--- src/rtl/sgpl_pkg.sv ---
// ----------------------------------------------------------------------------
// Smoothed gain peak limiter package
// Widths, configuration register indexes, reset values, the configuration
// bundle and the sequencer states shared by the limiter modules.
// ----------------------------------------------------------------------------
package sgpl_pkg;

    // Number of channels the frame format carries; at most two are processed.
    localparam int CHANNELS  = 2;
    localparam bit STEREO_OK = (CHANNELS >= 2);

    localparam int SAMPLE_W = 24;
    localparam int COEFF_W  = 24;
    localparam int GAIN_W   = 24;
    localparam int ENV_W    = 28;
    localparam int CFG_IDX_W = 3;
    localparam int CFG_DATA_W = 24;

    // Shared multiplier operand and product widths.
    localparam int MUL_W  = 28;
    localparam int PROD_W = 2 * MUL_W;

    // Unity in Q0.24, one bit wider than a coefficient.
    localparam logic [COEFF_W:0] ONE_Q24 = {1'b1, {COEFF_W{1'b0}}};

    // Configuration register indexes.
    typedef enum logic [CFG_IDX_W-1:0] {
        CFG_ENABLE          = 3'd0,
        CFG_CHANNEL_COUNT   = 3'd1,
        CFG_TARGET_GAIN     = 3'd2,
        CFG_LIMIT_THRESHOLD = 3'd3,
        CFG_ATTACK_COEFF    = 3'd4,
        CFG_RELEASE_COEFF   = 3'd5,
        CFG_SMOOTH_COEFF    = 3'd6
    } cfg_idx_t;

    // Configuration reset values.
    localparam logic                RST_ENABLE          = 1'b1;
    localparam logic [1:0]          RST_CHANNEL_COUNT   = 2'd2;
    localparam logic [GAIN_W-1:0]   RST_TARGET_GAIN     = 24'd1048576;
    localparam logic [GAIN_W-1:0]   RST_LIMIT_THRESHOLD = 24'd8388608;
    localparam logic [COEFF_W-1:0]  RST_ATTACK_COEFF    = 24'd16431301;
    localparam logic [COEFF_W-1:0]  RST_RELEASE_COEFF   = 24'd16773721;
    localparam logic [COEFF_W-1:0]  RST_SMOOTH_COEFF    = 24'd16742299;

    // State reset values: unity gain in Q4.20, empty envelope.
    localparam logic [GAIN_W-1:0]   RST_SMOOTHED_GAIN   = 24'd1048576;
    localparam logic [ENV_W-1:0]    RST_PEAK_ENVELOPE   = '0;

    // Configuration bundle handed from the register file to the core.
    typedef struct packed {
        logic                enable;
        logic [1:0]          channel_count;
        logic [GAIN_W-1:0]   target_gain;
        logic [GAIN_W-1:0]   limit_threshold;
        logic [COEFF_W-1:0]  attack_coeff;
        logic [COEFF_W-1:0]  release_coeff;
        logic [COEFF_W-1:0]  smooth_coeff;
    } cfg_t;

    // Sequencer states of the processing core.
    typedef enum logic [4:0] {
        ST_IDLE,
        ST_SMOOTH_A,
        ST_SMOOTH_B,
        ST_SMOOTH_C,
        ST_PEAK_L,
        ST_PEAK_R,
        ST_PEAK_C,
        ST_ENV_A,
        ST_ENV_B,
        ST_ENV_C,
        ST_DIV,
        ST_FINAL_A,
        ST_FINAL_C,
        ST_OUT_L,
        ST_OUT_R,
        ST_OUT_C,
        ST_DONE
    } state_t;

endpackage

--- src/rtl/sgpl_core.sv ---
// ----------------------------------------------------------------------------
// Smoothed gain peak limiter core
// Sequencer around one shared registered multiplier and a restoring divider
// step. Holds the smoothed gain and peak envelope state.
// ----------------------------------------------------------------------------
module sgpl_core (
    input  logic                                 aclk,
    input  logic                                 aresetn,
    input  sgpl_pkg::cfg_t                       cfg,
    input  logic                                 start,
    input  logic signed [sgpl_pkg::SAMPLE_W-1:0] sample_left,
    input  logic signed [sgpl_pkg::SAMPLE_W-1:0] sample_right,
    output logic                                 idle,
    output logic                                 res_valid,
    input  logic                                 res_ready,
    output logic signed [sgpl_pkg::SAMPLE_W-1:0] res_left,
    output logic signed [sgpl_pkg::SAMPLE_W-1:0] res_right
);
    import sgpl_pkg::*;

    localparam logic [PROD_W-1:0] HALF_20 = PROD_W'(1) << 19;
    localparam logic [PROD_W-1:0] HALF_24 = PROD_W'(1) << 23;
    localparam logic [ENV_W-1:0]  NEG_LIM = ENV_W'(24'h800000);
    localparam logic [ENV_W-1:0]  POS_LIM = ENV_W'(24'h7FFFFF);

    // Magnitude of a signed sample; the most negative code maps to 2^23.
    function automatic logic [SAMPLE_W-1:0] mag(input logic [SAMPLE_W-1:0] s);
        mag = s[SAMPLE_W-1] ? (~s + 1'b1) : s;
    endfunction

    // Restore the sign of a rounded magnitude and saturate to 24 bits.
    function automatic logic [SAMPLE_W-1:0] sat(input logic neg,
                                                input logic [ENV_W-1:0] r);
        logic [ENV_W-1:0]    lim;
        logic [SAMPLE_W-1:0] m;
        lim = neg ? NEG_LIM : POS_LIM;
        m   = (r > lim) ? lim[SAMPLE_W-1:0] : r[SAMPLE_W-1:0];
        sat = neg ? (~m + 1'b1) : m;
    endfunction

    state_t               state_reg, state_next;
    logic [GAIN_W-1:0]    gain_reg, gain_next;
    logic [ENV_W-1:0]     env_reg, env_next;
    logic [ENV_W-1:0]     peak_reg, peak_next;
    logic [COEFF_W-1:0]   coef_reg, coef_next;
    logic [GAIN_W-1:0]    fgain_reg, fgain_next;
    logic [ENV_W-1:0]     rem_reg, rem_next;
    logic [GAIN_W-1:0]    quot_reg, quot_next;
    logic [4:0]           cnt_reg, cnt_next;
    logic [SAMPLE_W-1:0]  left_reg, left_next;
    logic [SAMPLE_W-1:0]  right_reg, right_next;
    logic                 stereo_reg, stereo_next;
    logic [SAMPLE_W-1:0]  out_l_reg, out_l_next;
    logic [SAMPLE_W-1:0]  out_r_reg, out_r_next;
    logic [PROD_W-1:0]    acc_reg, acc_next;
    logic [PROD_W-1:0]    prod_reg;

    logic [MUL_W-1:0]     mul_a, mul_b;
    logic [PROD_W-1:0]    sum_pole;
    logic [PROD_W-1:0]    sum_rnd20;
    logic [PROD_W-1:0]    sum_rnd24;
    logic [ENV_W-1:0]     prod_q20;
    logic [ENV_W-1:0]     env_new;
    logic [COEFF_W-1:0]   env_coef;
    logic [ENV_W:0]       trial;
    logic                 stereo_in;

    // Mono when fewer than two channels are asked for or carried.
    assign stereo_in = (cfg.channel_count >= 2'd2) && STEREO_OK;

    // Rounding of the accumulated one-pole sum and of the raw product.
    assign sum_pole  = acc_reg + prod_reg + HALF_24;
    assign sum_rnd20 = prod_reg + HALF_20;
    assign sum_rnd24 = prod_reg + HALF_24;
    assign prod_q20  = sum_rnd20[20 +: ENV_W];
    assign env_new   = sum_pole[24 +: ENV_W];
    assign env_coef  = (peak_reg > env_reg) ? cfg.attack_coeff : cfg.release_coeff;
    assign trial     = {rem_reg, 1'b0};

    // Operand selection for the shared multiplier.
    always_comb begin
        mul_a = '0;
        mul_b = '0;
        case (state_reg)
            ST_SMOOTH_A: begin
                mul_a = MUL_W'(cfg.smooth_coeff);
                mul_b = MUL_W'(gain_reg);
            end
            ST_SMOOTH_B: begin
                mul_a = MUL_W'(ONE_Q24 - {1'b0, cfg.smooth_coeff});
                mul_b = MUL_W'(cfg.target_gain);
            end
            ST_PEAK_L: begin
                mul_a = MUL_W'(mag(left_reg));
                mul_b = MUL_W'(gain_reg);
            end
            ST_PEAK_R: begin
                mul_a = MUL_W'(mag(right_reg));
                mul_b = MUL_W'(gain_reg);
            end
            ST_ENV_A: begin
                mul_a = MUL_W'(env_coef);
                mul_b = env_reg;
            end
            ST_ENV_B: begin
                mul_a = MUL_W'(ONE_Q24 - {1'b0, coef_reg});
                mul_b = peak_reg;
            end
            ST_FINAL_A: begin
                mul_a = MUL_W'(gain_reg);
                mul_b = MUL_W'(quot_reg);
            end
            ST_OUT_L: begin
                mul_a = MUL_W'(mag(left_reg));
                mul_b = MUL_W'(fgain_reg);
            end
            ST_OUT_R: begin
                mul_a = MUL_W'(mag(right_reg));
                mul_b = MUL_W'(fgain_reg);
            end
            default: begin
                mul_a = '0;
                mul_b = '0;
            end
        endcase
    end

    // Sequencer: next state and datapath updates.
    always_comb begin
        state_next  = state_reg;
        gain_next   = gain_reg;
        env_next    = env_reg;
        peak_next   = peak_reg;
        coef_next   = coef_reg;
        fgain_next  = fgain_reg;
        rem_next    = rem_reg;
        quot_next   = quot_reg;
        cnt_next    = cnt_reg;
        left_next   = left_reg;
        right_next  = right_reg;
        stereo_next = stereo_reg;
        out_l_next  = out_l_reg;
        out_r_next  = out_r_reg;
        acc_next    = acc_reg;
        case (state_reg)
            ST_IDLE: begin
                if (start) begin
                    left_next   = sample_left;
                    right_next  = sample_right;
                    stereo_next = stereo_in;
                    if (cfg.enable) begin
                        state_next = ST_SMOOTH_A;
                    end else begin
                        out_l_next = sample_left;
                        out_r_next = stereo_in ? sample_right : '0;
                        state_next = ST_DONE;
                    end
                end
            end
            ST_SMOOTH_A: state_next = ST_SMOOTH_B;
            ST_SMOOTH_B: begin
                acc_next   = prod_reg;
                state_next = ST_SMOOTH_C;
            end
            ST_SMOOTH_C: begin
                gain_next  = sum_pole[24 +: GAIN_W];
                state_next = ST_PEAK_L;
            end
            ST_PEAK_L: state_next = ST_PEAK_R;
            ST_PEAK_R: begin
                peak_next  = prod_q20;
                state_next = ST_PEAK_C;
            end
            ST_PEAK_C: begin
                if (stereo_reg && (prod_q20 > peak_reg)) begin
                    peak_next = prod_q20;
                end
                state_next = ST_ENV_A;
            end
            ST_ENV_A: begin
                coef_next  = env_coef;
                state_next = ST_ENV_B;
            end
            ST_ENV_B: begin
                acc_next   = prod_reg;
                state_next = ST_ENV_C;
            end
            ST_ENV_C: begin
                env_next = env_new;
                // Above the threshold the reduction needs a division.
                if (env_new > ENV_W'(cfg.limit_threshold)) begin
                    rem_next   = ENV_W'(cfg.limit_threshold);
                    quot_next  = '0;
                    cnt_next   = 5'(GAIN_W - 1);
                    state_next = ST_DIV;
                end else begin
                    fgain_next = gain_reg;
                    state_next = ST_OUT_L;
                end
            end
            ST_DIV: begin
                // One restoring step per cycle; the remainder stays below the envelope.
                if (trial >= {1'b0, env_reg}) begin
                    rem_next  = ENV_W'(trial - {1'b0, env_reg});
                    quot_next = {quot_reg[GAIN_W-2:0], 1'b1};
                end else begin
                    rem_next  = trial[ENV_W-1:0];
                    quot_next = {quot_reg[GAIN_W-2:0], 1'b0};
                end
                if (cnt_reg == 5'd0) begin
                    state_next = ST_FINAL_A;
                end else begin
                    cnt_next = cnt_reg - 5'd1;
                end
            end
            ST_FINAL_A: state_next = ST_FINAL_C;
            ST_FINAL_C: begin
                fgain_next = sum_rnd24[24 +: GAIN_W];
                state_next = ST_OUT_L;
            end
            ST_OUT_L: state_next = ST_OUT_R;
            ST_OUT_R: begin
                out_l_next = sat(left_reg[SAMPLE_W-1], prod_q20);
                state_next = ST_OUT_C;
            end
            ST_OUT_C: begin
                out_r_next = stereo_reg ? sat(right_reg[SAMPLE_W-1], prod_q20) : '0;
                state_next = ST_DONE;
            end
            ST_DONE: begin
                if (res_ready) begin
                    state_next = ST_IDLE;
                end
            end
            default: state_next = ST_IDLE;
        endcase
    end

    // Control state and the limiter state registers.
    always_ff @(posedge aclk) begin
        if (!aresetn) begin
            state_reg <= ST_IDLE;
            gain_reg  <= RST_SMOOTHED_GAIN;
            env_reg   <= RST_PEAK_ENVELOPE;
        end else begin
            state_reg <= state_next;
            gain_reg  <= gain_next;
            env_reg   <= env_next;
        end
    end

    // Working registers and the registered multiplier product.
    always_ff @(posedge aclk) begin
        peak_reg   <= peak_next;
        coef_reg   <= coef_next;
        fgain_reg  <= fgain_next;
        rem_reg    <= rem_next;
        quot_reg   <= quot_next;
        cnt_reg    <= cnt_next;
        left_reg   <= left_next;
        right_reg  <= right_next;
        stereo_reg <= stereo_next;
        out_l_reg  <= out_l_next;
        out_r_reg  <= out_r_next;
        acc_reg    <= acc_next;
        prod_reg   <= mul_a * mul_b;
    end

    assign idle      = (state_reg == ST_IDLE);
    assign res_valid = (state_reg == ST_DONE);
    assign res_left  = out_l_reg;
    assign res_right = out_r_reg;

endmodule

--- src/rtl/smoothed_gain_peak_limiter.sv ---
// ----------------------------------------------------------------------------
// Smoothed gain peak limiter
// Per-frame gain smoothing, peak envelope following and limiting for mono or
// stereo 24-bit audio, with a plain configuration write port.
// ----------------------------------------------------------------------------
// One frame is processed at a time by a sequencer that drives a single shared
// 28 by 28 bit registered multiplier. A frame is taken only after the previous
// result has left the core. While the envelope is above the threshold, a frame
// also goes through the 24-step restoring divider that forms threshold over
// envelope, and through the gain product after it. A disabled frame skips the
// processing. Results wait in an output register, so the next frame can be
// accepted while a result is still waiting to be taken.
module smoothed_gain_peak_limiter (
    input  logic                                   aclk,
    input  logic                                   aresetn,
    input  logic                                   s_valid,
    output logic                                   s_ready,
    input  logic signed [sgpl_pkg::SAMPLE_W-1:0]   s_sample_left,
    input  logic signed [sgpl_pkg::SAMPLE_W-1:0]   s_sample_right,
    output logic                                   m_valid,
    input  logic                                   m_ready,
    output logic signed [sgpl_pkg::SAMPLE_W-1:0]   m_out_left,
    output logic signed [sgpl_pkg::SAMPLE_W-1:0]   m_out_right,
    input  logic                                   cfg_wr_en,
    input  logic        [sgpl_pkg::CFG_IDX_W-1:0]  cfg_index,
    input  logic        [sgpl_pkg::CFG_DATA_W-1:0] cfg_wdata
);
    import sgpl_pkg::*;

    cfg_t                 cfg_reg;
    logic                 core_idle;
    logic                 core_valid;
    logic                 core_ready;
    logic [SAMPLE_W-1:0]  core_left;
    logic [SAMPLE_W-1:0]  core_right;
    logic                 m_valid_reg;
    logic [SAMPLE_W-1:0]  m_left_reg;
    logic [SAMPLE_W-1:0]  m_right_reg;

    // Configuration register file.
    always_ff @(posedge aclk) begin
        if (!aresetn) begin
            cfg_reg.enable          <= RST_ENABLE;
            cfg_reg.channel_count   <= RST_CHANNEL_COUNT;
            cfg_reg.target_gain     <= RST_TARGET_GAIN;
            cfg_reg.limit_threshold <= RST_LIMIT_THRESHOLD;
            cfg_reg.attack_coeff    <= RST_ATTACK_COEFF;
            cfg_reg.release_coeff   <= RST_RELEASE_COEFF;
            cfg_reg.smooth_coeff    <= RST_SMOOTH_COEFF;
        end else if (cfg_wr_en) begin
            case (cfg_index)
                CFG_ENABLE:          cfg_reg.enable          <= cfg_wdata[0];
                CFG_CHANNEL_COUNT:   cfg_reg.channel_count   <= cfg_wdata[1:0];
                CFG_TARGET_GAIN:     cfg_reg.target_gain     <= cfg_wdata[GAIN_W-1:0];
                CFG_LIMIT_THRESHOLD: cfg_reg.limit_threshold <= cfg_wdata[GAIN_W-1:0];
                CFG_ATTACK_COEFF:    cfg_reg.attack_coeff    <= cfg_wdata[COEFF_W-1:0];
                CFG_RELEASE_COEFF:   cfg_reg.release_coeff   <= cfg_wdata[COEFF_W-1:0];
                CFG_SMOOTH_COEFF:    cfg_reg.smooth_coeff    <= cfg_wdata[COEFF_W-1:0];
                default: ;
            endcase
        end
    end

    // Processing core.
    sgpl_core u_core (
        .aclk         (aclk),
        .aresetn      (aresetn),
        .cfg          (cfg_reg),
        .start        (s_valid && core_idle),
        .sample_left  (s_sample_left),
        .sample_right (s_sample_right),
        .idle         (core_idle),
        .res_valid    (core_valid),
        .res_ready    (core_ready),
        .res_left     (core_left),
        .res_right    (core_right)
    );

    // Output register: takes a result whenever it is empty or being emptied.
    assign core_ready = !m_valid_reg || m_ready;

    always_ff @(posedge aclk) begin
        if (!aresetn) begin
            m_valid_reg <= 1'b0;
        end else if (core_valid && core_ready) begin
            m_valid_reg <= 1'b1;
        end else if (m_ready) begin
            m_valid_reg <= 1'b0;
        end
    end

    always_ff @(posedge aclk) begin
        if (core_valid && core_ready) begin
            m_left_reg  <= core_left;
            m_right_reg <= core_right;
        end
    end

    assign s_ready     = core_idle;
    assign m_valid     = m_valid_reg;
    assign m_out_left  = m_left_reg;
    assign m_out_right = m_right_reg;

endmodule

--- config.mk ---
export PLATFORM = sky130hd
export DESIGN_NAME = smoothed_gain_peak_limiter
export DESIGN_NICKNAME = d
export VERILOG_FILES = /design/src/rtl/sgpl_pkg.sv /design/src/rtl/sgpl_core.sv /design/src/rtl/smoothed_gain_peak_limiter.sv
export SDC_FILE = /design/constraint.sdc
export NUM_CORES = 2
export LEC_CHECK = 0
export BUFFER_PORTS_ARGS = -buffer_cell sky130_fd_sc_hd__clkbuf_2
export CORE_ASPECT_RATIO = 1.75
export CORE_UTILIZATION = 45
export CTS_CLUSTER_DIAMETER = 200
export DETAILED_ROUTE_END_ITERATION = 12
export PLACE_DENSITY = 0.68
export SLEW_MARGIN = 20
export SYNTH_ARGS = -nofsm -noshare
export SYNTH_HDL_FRONTEND = slang
export SYNTH_HIERARCHICAL = 1
export SYNTH_SLANG_ARGS = --single-unit
export TNS_END_PERCENT = 30
--- constraint.sdc ---
create_clock -name aclk -period 12.3 [get_ports aclk]
set_input_delay 1.23 -clock aclk [delete_from_list [all_inputs] [get_ports aclk]]
set_output_delay 1.23 -clock aclk [all_outputs]
set_load 0.05 [all_outputs]
==> reports/metrics.csv <==
stage,metric,value,unit
finish,n_fill_cell,11600,
logic_synthesis,synth_cells,5987,
clocking,cts_tree,built,
setup_path,end_kind,flip-flop,
drt,firstDrtPassIters,8,
setup_path,start_kind,flip-flop,
setup_path,crit_buf_inv,5,
finish,seq_area,0.0146,mm²
setup_path,critical_path_class,flip-flop to flip-flop,
sta,setup_tns,0,ps
placement,place_congestion,1.08,
sta,timing.fmax,86.2,MHz
floorplanning,core-area,0.123,mm²
drt,vias,46800,
sta,finalCriticalPeriod,11600,ps
drt,drt_iter0_drc,4142,
sta,rsz0062_at_grt,no,
sta,drv_slew,0,
clocking,cts_buffer_depth,3,
floorplanning,rows,170,
setup_path,cp_common_cell,fa_1,
clocking,htreeDepth,2,
clocking,cts-hold-fix-buffers,0,
global_route,grt_pass1_wl,336,mm
drt,wl_per_cell,30.8,µm
sta,fin_ws,702,ps
sta,relSlewSlack,0.182,
clocking,postCtsSetupBuffers,0,
finish,multi_input_area,0.0372,mm²
floorplanning,dieArea,0.126,mm²
worst_hold_path,min_path_type,flip-flop to flip-flop,
placement,dp_slack,1170,ps
setup_path,path_max_fanout,18,
finish,final_common_cell,inv_1,
logic_synthesis,synth.yosys.warnings,6,
status,status,"complete, no violations",
floorplanning,die_w,269,µm
floorplanning,die_y,469,µm
clocking,clk_pin_slew,70,ps
clocking,clkLatencyLatePin,690,ps
global_route,grt_util_all_layers,0.383,
finish,final_cell_mix,"853 x inv_1, 791 x nand2_1, 596 x fa_1, 465 x ha_1, 377 x nor2_1",
setup_path,cp.required,12830,ps
sta,whs,418,ps
logic_synthesis,synth_area,0.0560,mm²
floorplanning,num_io_pins,130,
sta,setup_viol,0,
setup_path,cpPeakStageDelay,1050,ps
floorplanning,start_util,0.455,
sta,finalHoldViolations,0,
global_route,grt_antenna_before_repair,19,
sta,tightest_slew,1210,ps
sta,finClkSkew,44.9,ps
drt,drt_wl_total,238,mm
placement,post-dp-hpwl,189,mm
setup_path,path_delay_family,adder cells,
clocking,cts_resized,0,
setup_path,worstPathArrival,12130,ps
drt,viasPerCell,6.05,
logic_synthesis,syn-num-nets,7128,
run,maxCapViolCount,0,
setup_path,worst_path_max_delay_cell,fa_1,
finish,area_delta_synth_final,8.60,%
global_route,grt_max_degree,128,
global_route,overflow,0,
power,max-vdd-ir-drop,0.000152,V
sta,min_period_over_period,0.943,
clocking,cts_num_sinks,562,
placement,io_buffers,129,
drt,postRouteAntennaNets,0,
power,p_leak,27.9,nW
clocking,cts_root_buffer,clkbuf_16,
power,powerDensity,147,mW/mm²
finish,largest_reg_flops,122,
global_route,grt_pass1_vias,47700,
clocking,cts_buffers,56,
finish,fin_nets,7189,
finish,drive_gt1_frac,0.0883,
drt,drc,0,
logic_synthesis,synth_area_per_cell,9.35,µm²
[worst register-to-register path: cells and delay by family (launching register included)]
kind,cells,cell delay [ps]
fa+ha+maj,8,4260
flops,1,510
xor+xnor,2,960
compound gates,12,4180
buf+inv,5,650
simple gates,4,890
[routing by layer]
| layer | wire, µm | up-vias | track usage |
|---|---|---|---|
| met1 | 72000 | 23200 | 0.363 |
| met5 | 13 | - | 0 |
| met3 | 17000 | 1060 | 0.0811 |
| met4 | 35100 | 2 | 0.458 |
| met2 | 114000 | 2439 | 0.635 |
| li1 | - | 20100 | - |
[per-stage QoR]
| step | total power, W | area (µm²) | util | cells |
|---|---|---|---|---|
| final | 0.00896 | 60800 | 0.495 | 7738 |
| after global routing | 0.00920 | 60800 | 0.494 | 7731 |
| after CTS | 0.00878 | 60800 | 0.494 | 7728 |
| after detailed placement | 0.00696 | 58900 | 0.479 | 7623 |
| after global placement | 0.00691 | 58900 | 0.479 | 7623 |
| after floorplan | 0.00487 | 56000 | - | 5987 |
[final timing paths]
check / startpoint / slack [ps] / cells after the start / end
setup / recovery: u_core/right_reg[2] / 700 / 31 / u_core/prod_reg[45]
hold / removal: u_core/res_right[4] / 420 / 0 / m_out_right[4]
setup reg to reg: u_core/right_reg[2] / 700 / 31 / u_core/prod_reg[45]
hold reg to reg: u_core/res_right[4] / 420 / 0 / m_out_right[4]
[area by class of cell]
class / count / area share
Timing Repair Buffer: 294 / 0.0312
Antenna cell: 9 / 0.000370
Sequential cell: 562 / 0.239
Clock buffer: 75 / 0.0268
Tap cell: 1634 / 0.0336
Multi-Input combinational cell: 4276 / 0.611
Clock inverter: 30 / 0.00430
Inverter: 858 / 0.0530
[where the power goes]
part           switching [W]  internal (W)
Sequential          0.000243       0.00218
Combinational        0.00332       0.00139
Clock               0.000843      0.000982
No activity file was read; power rests on OpenSTA's default activity.
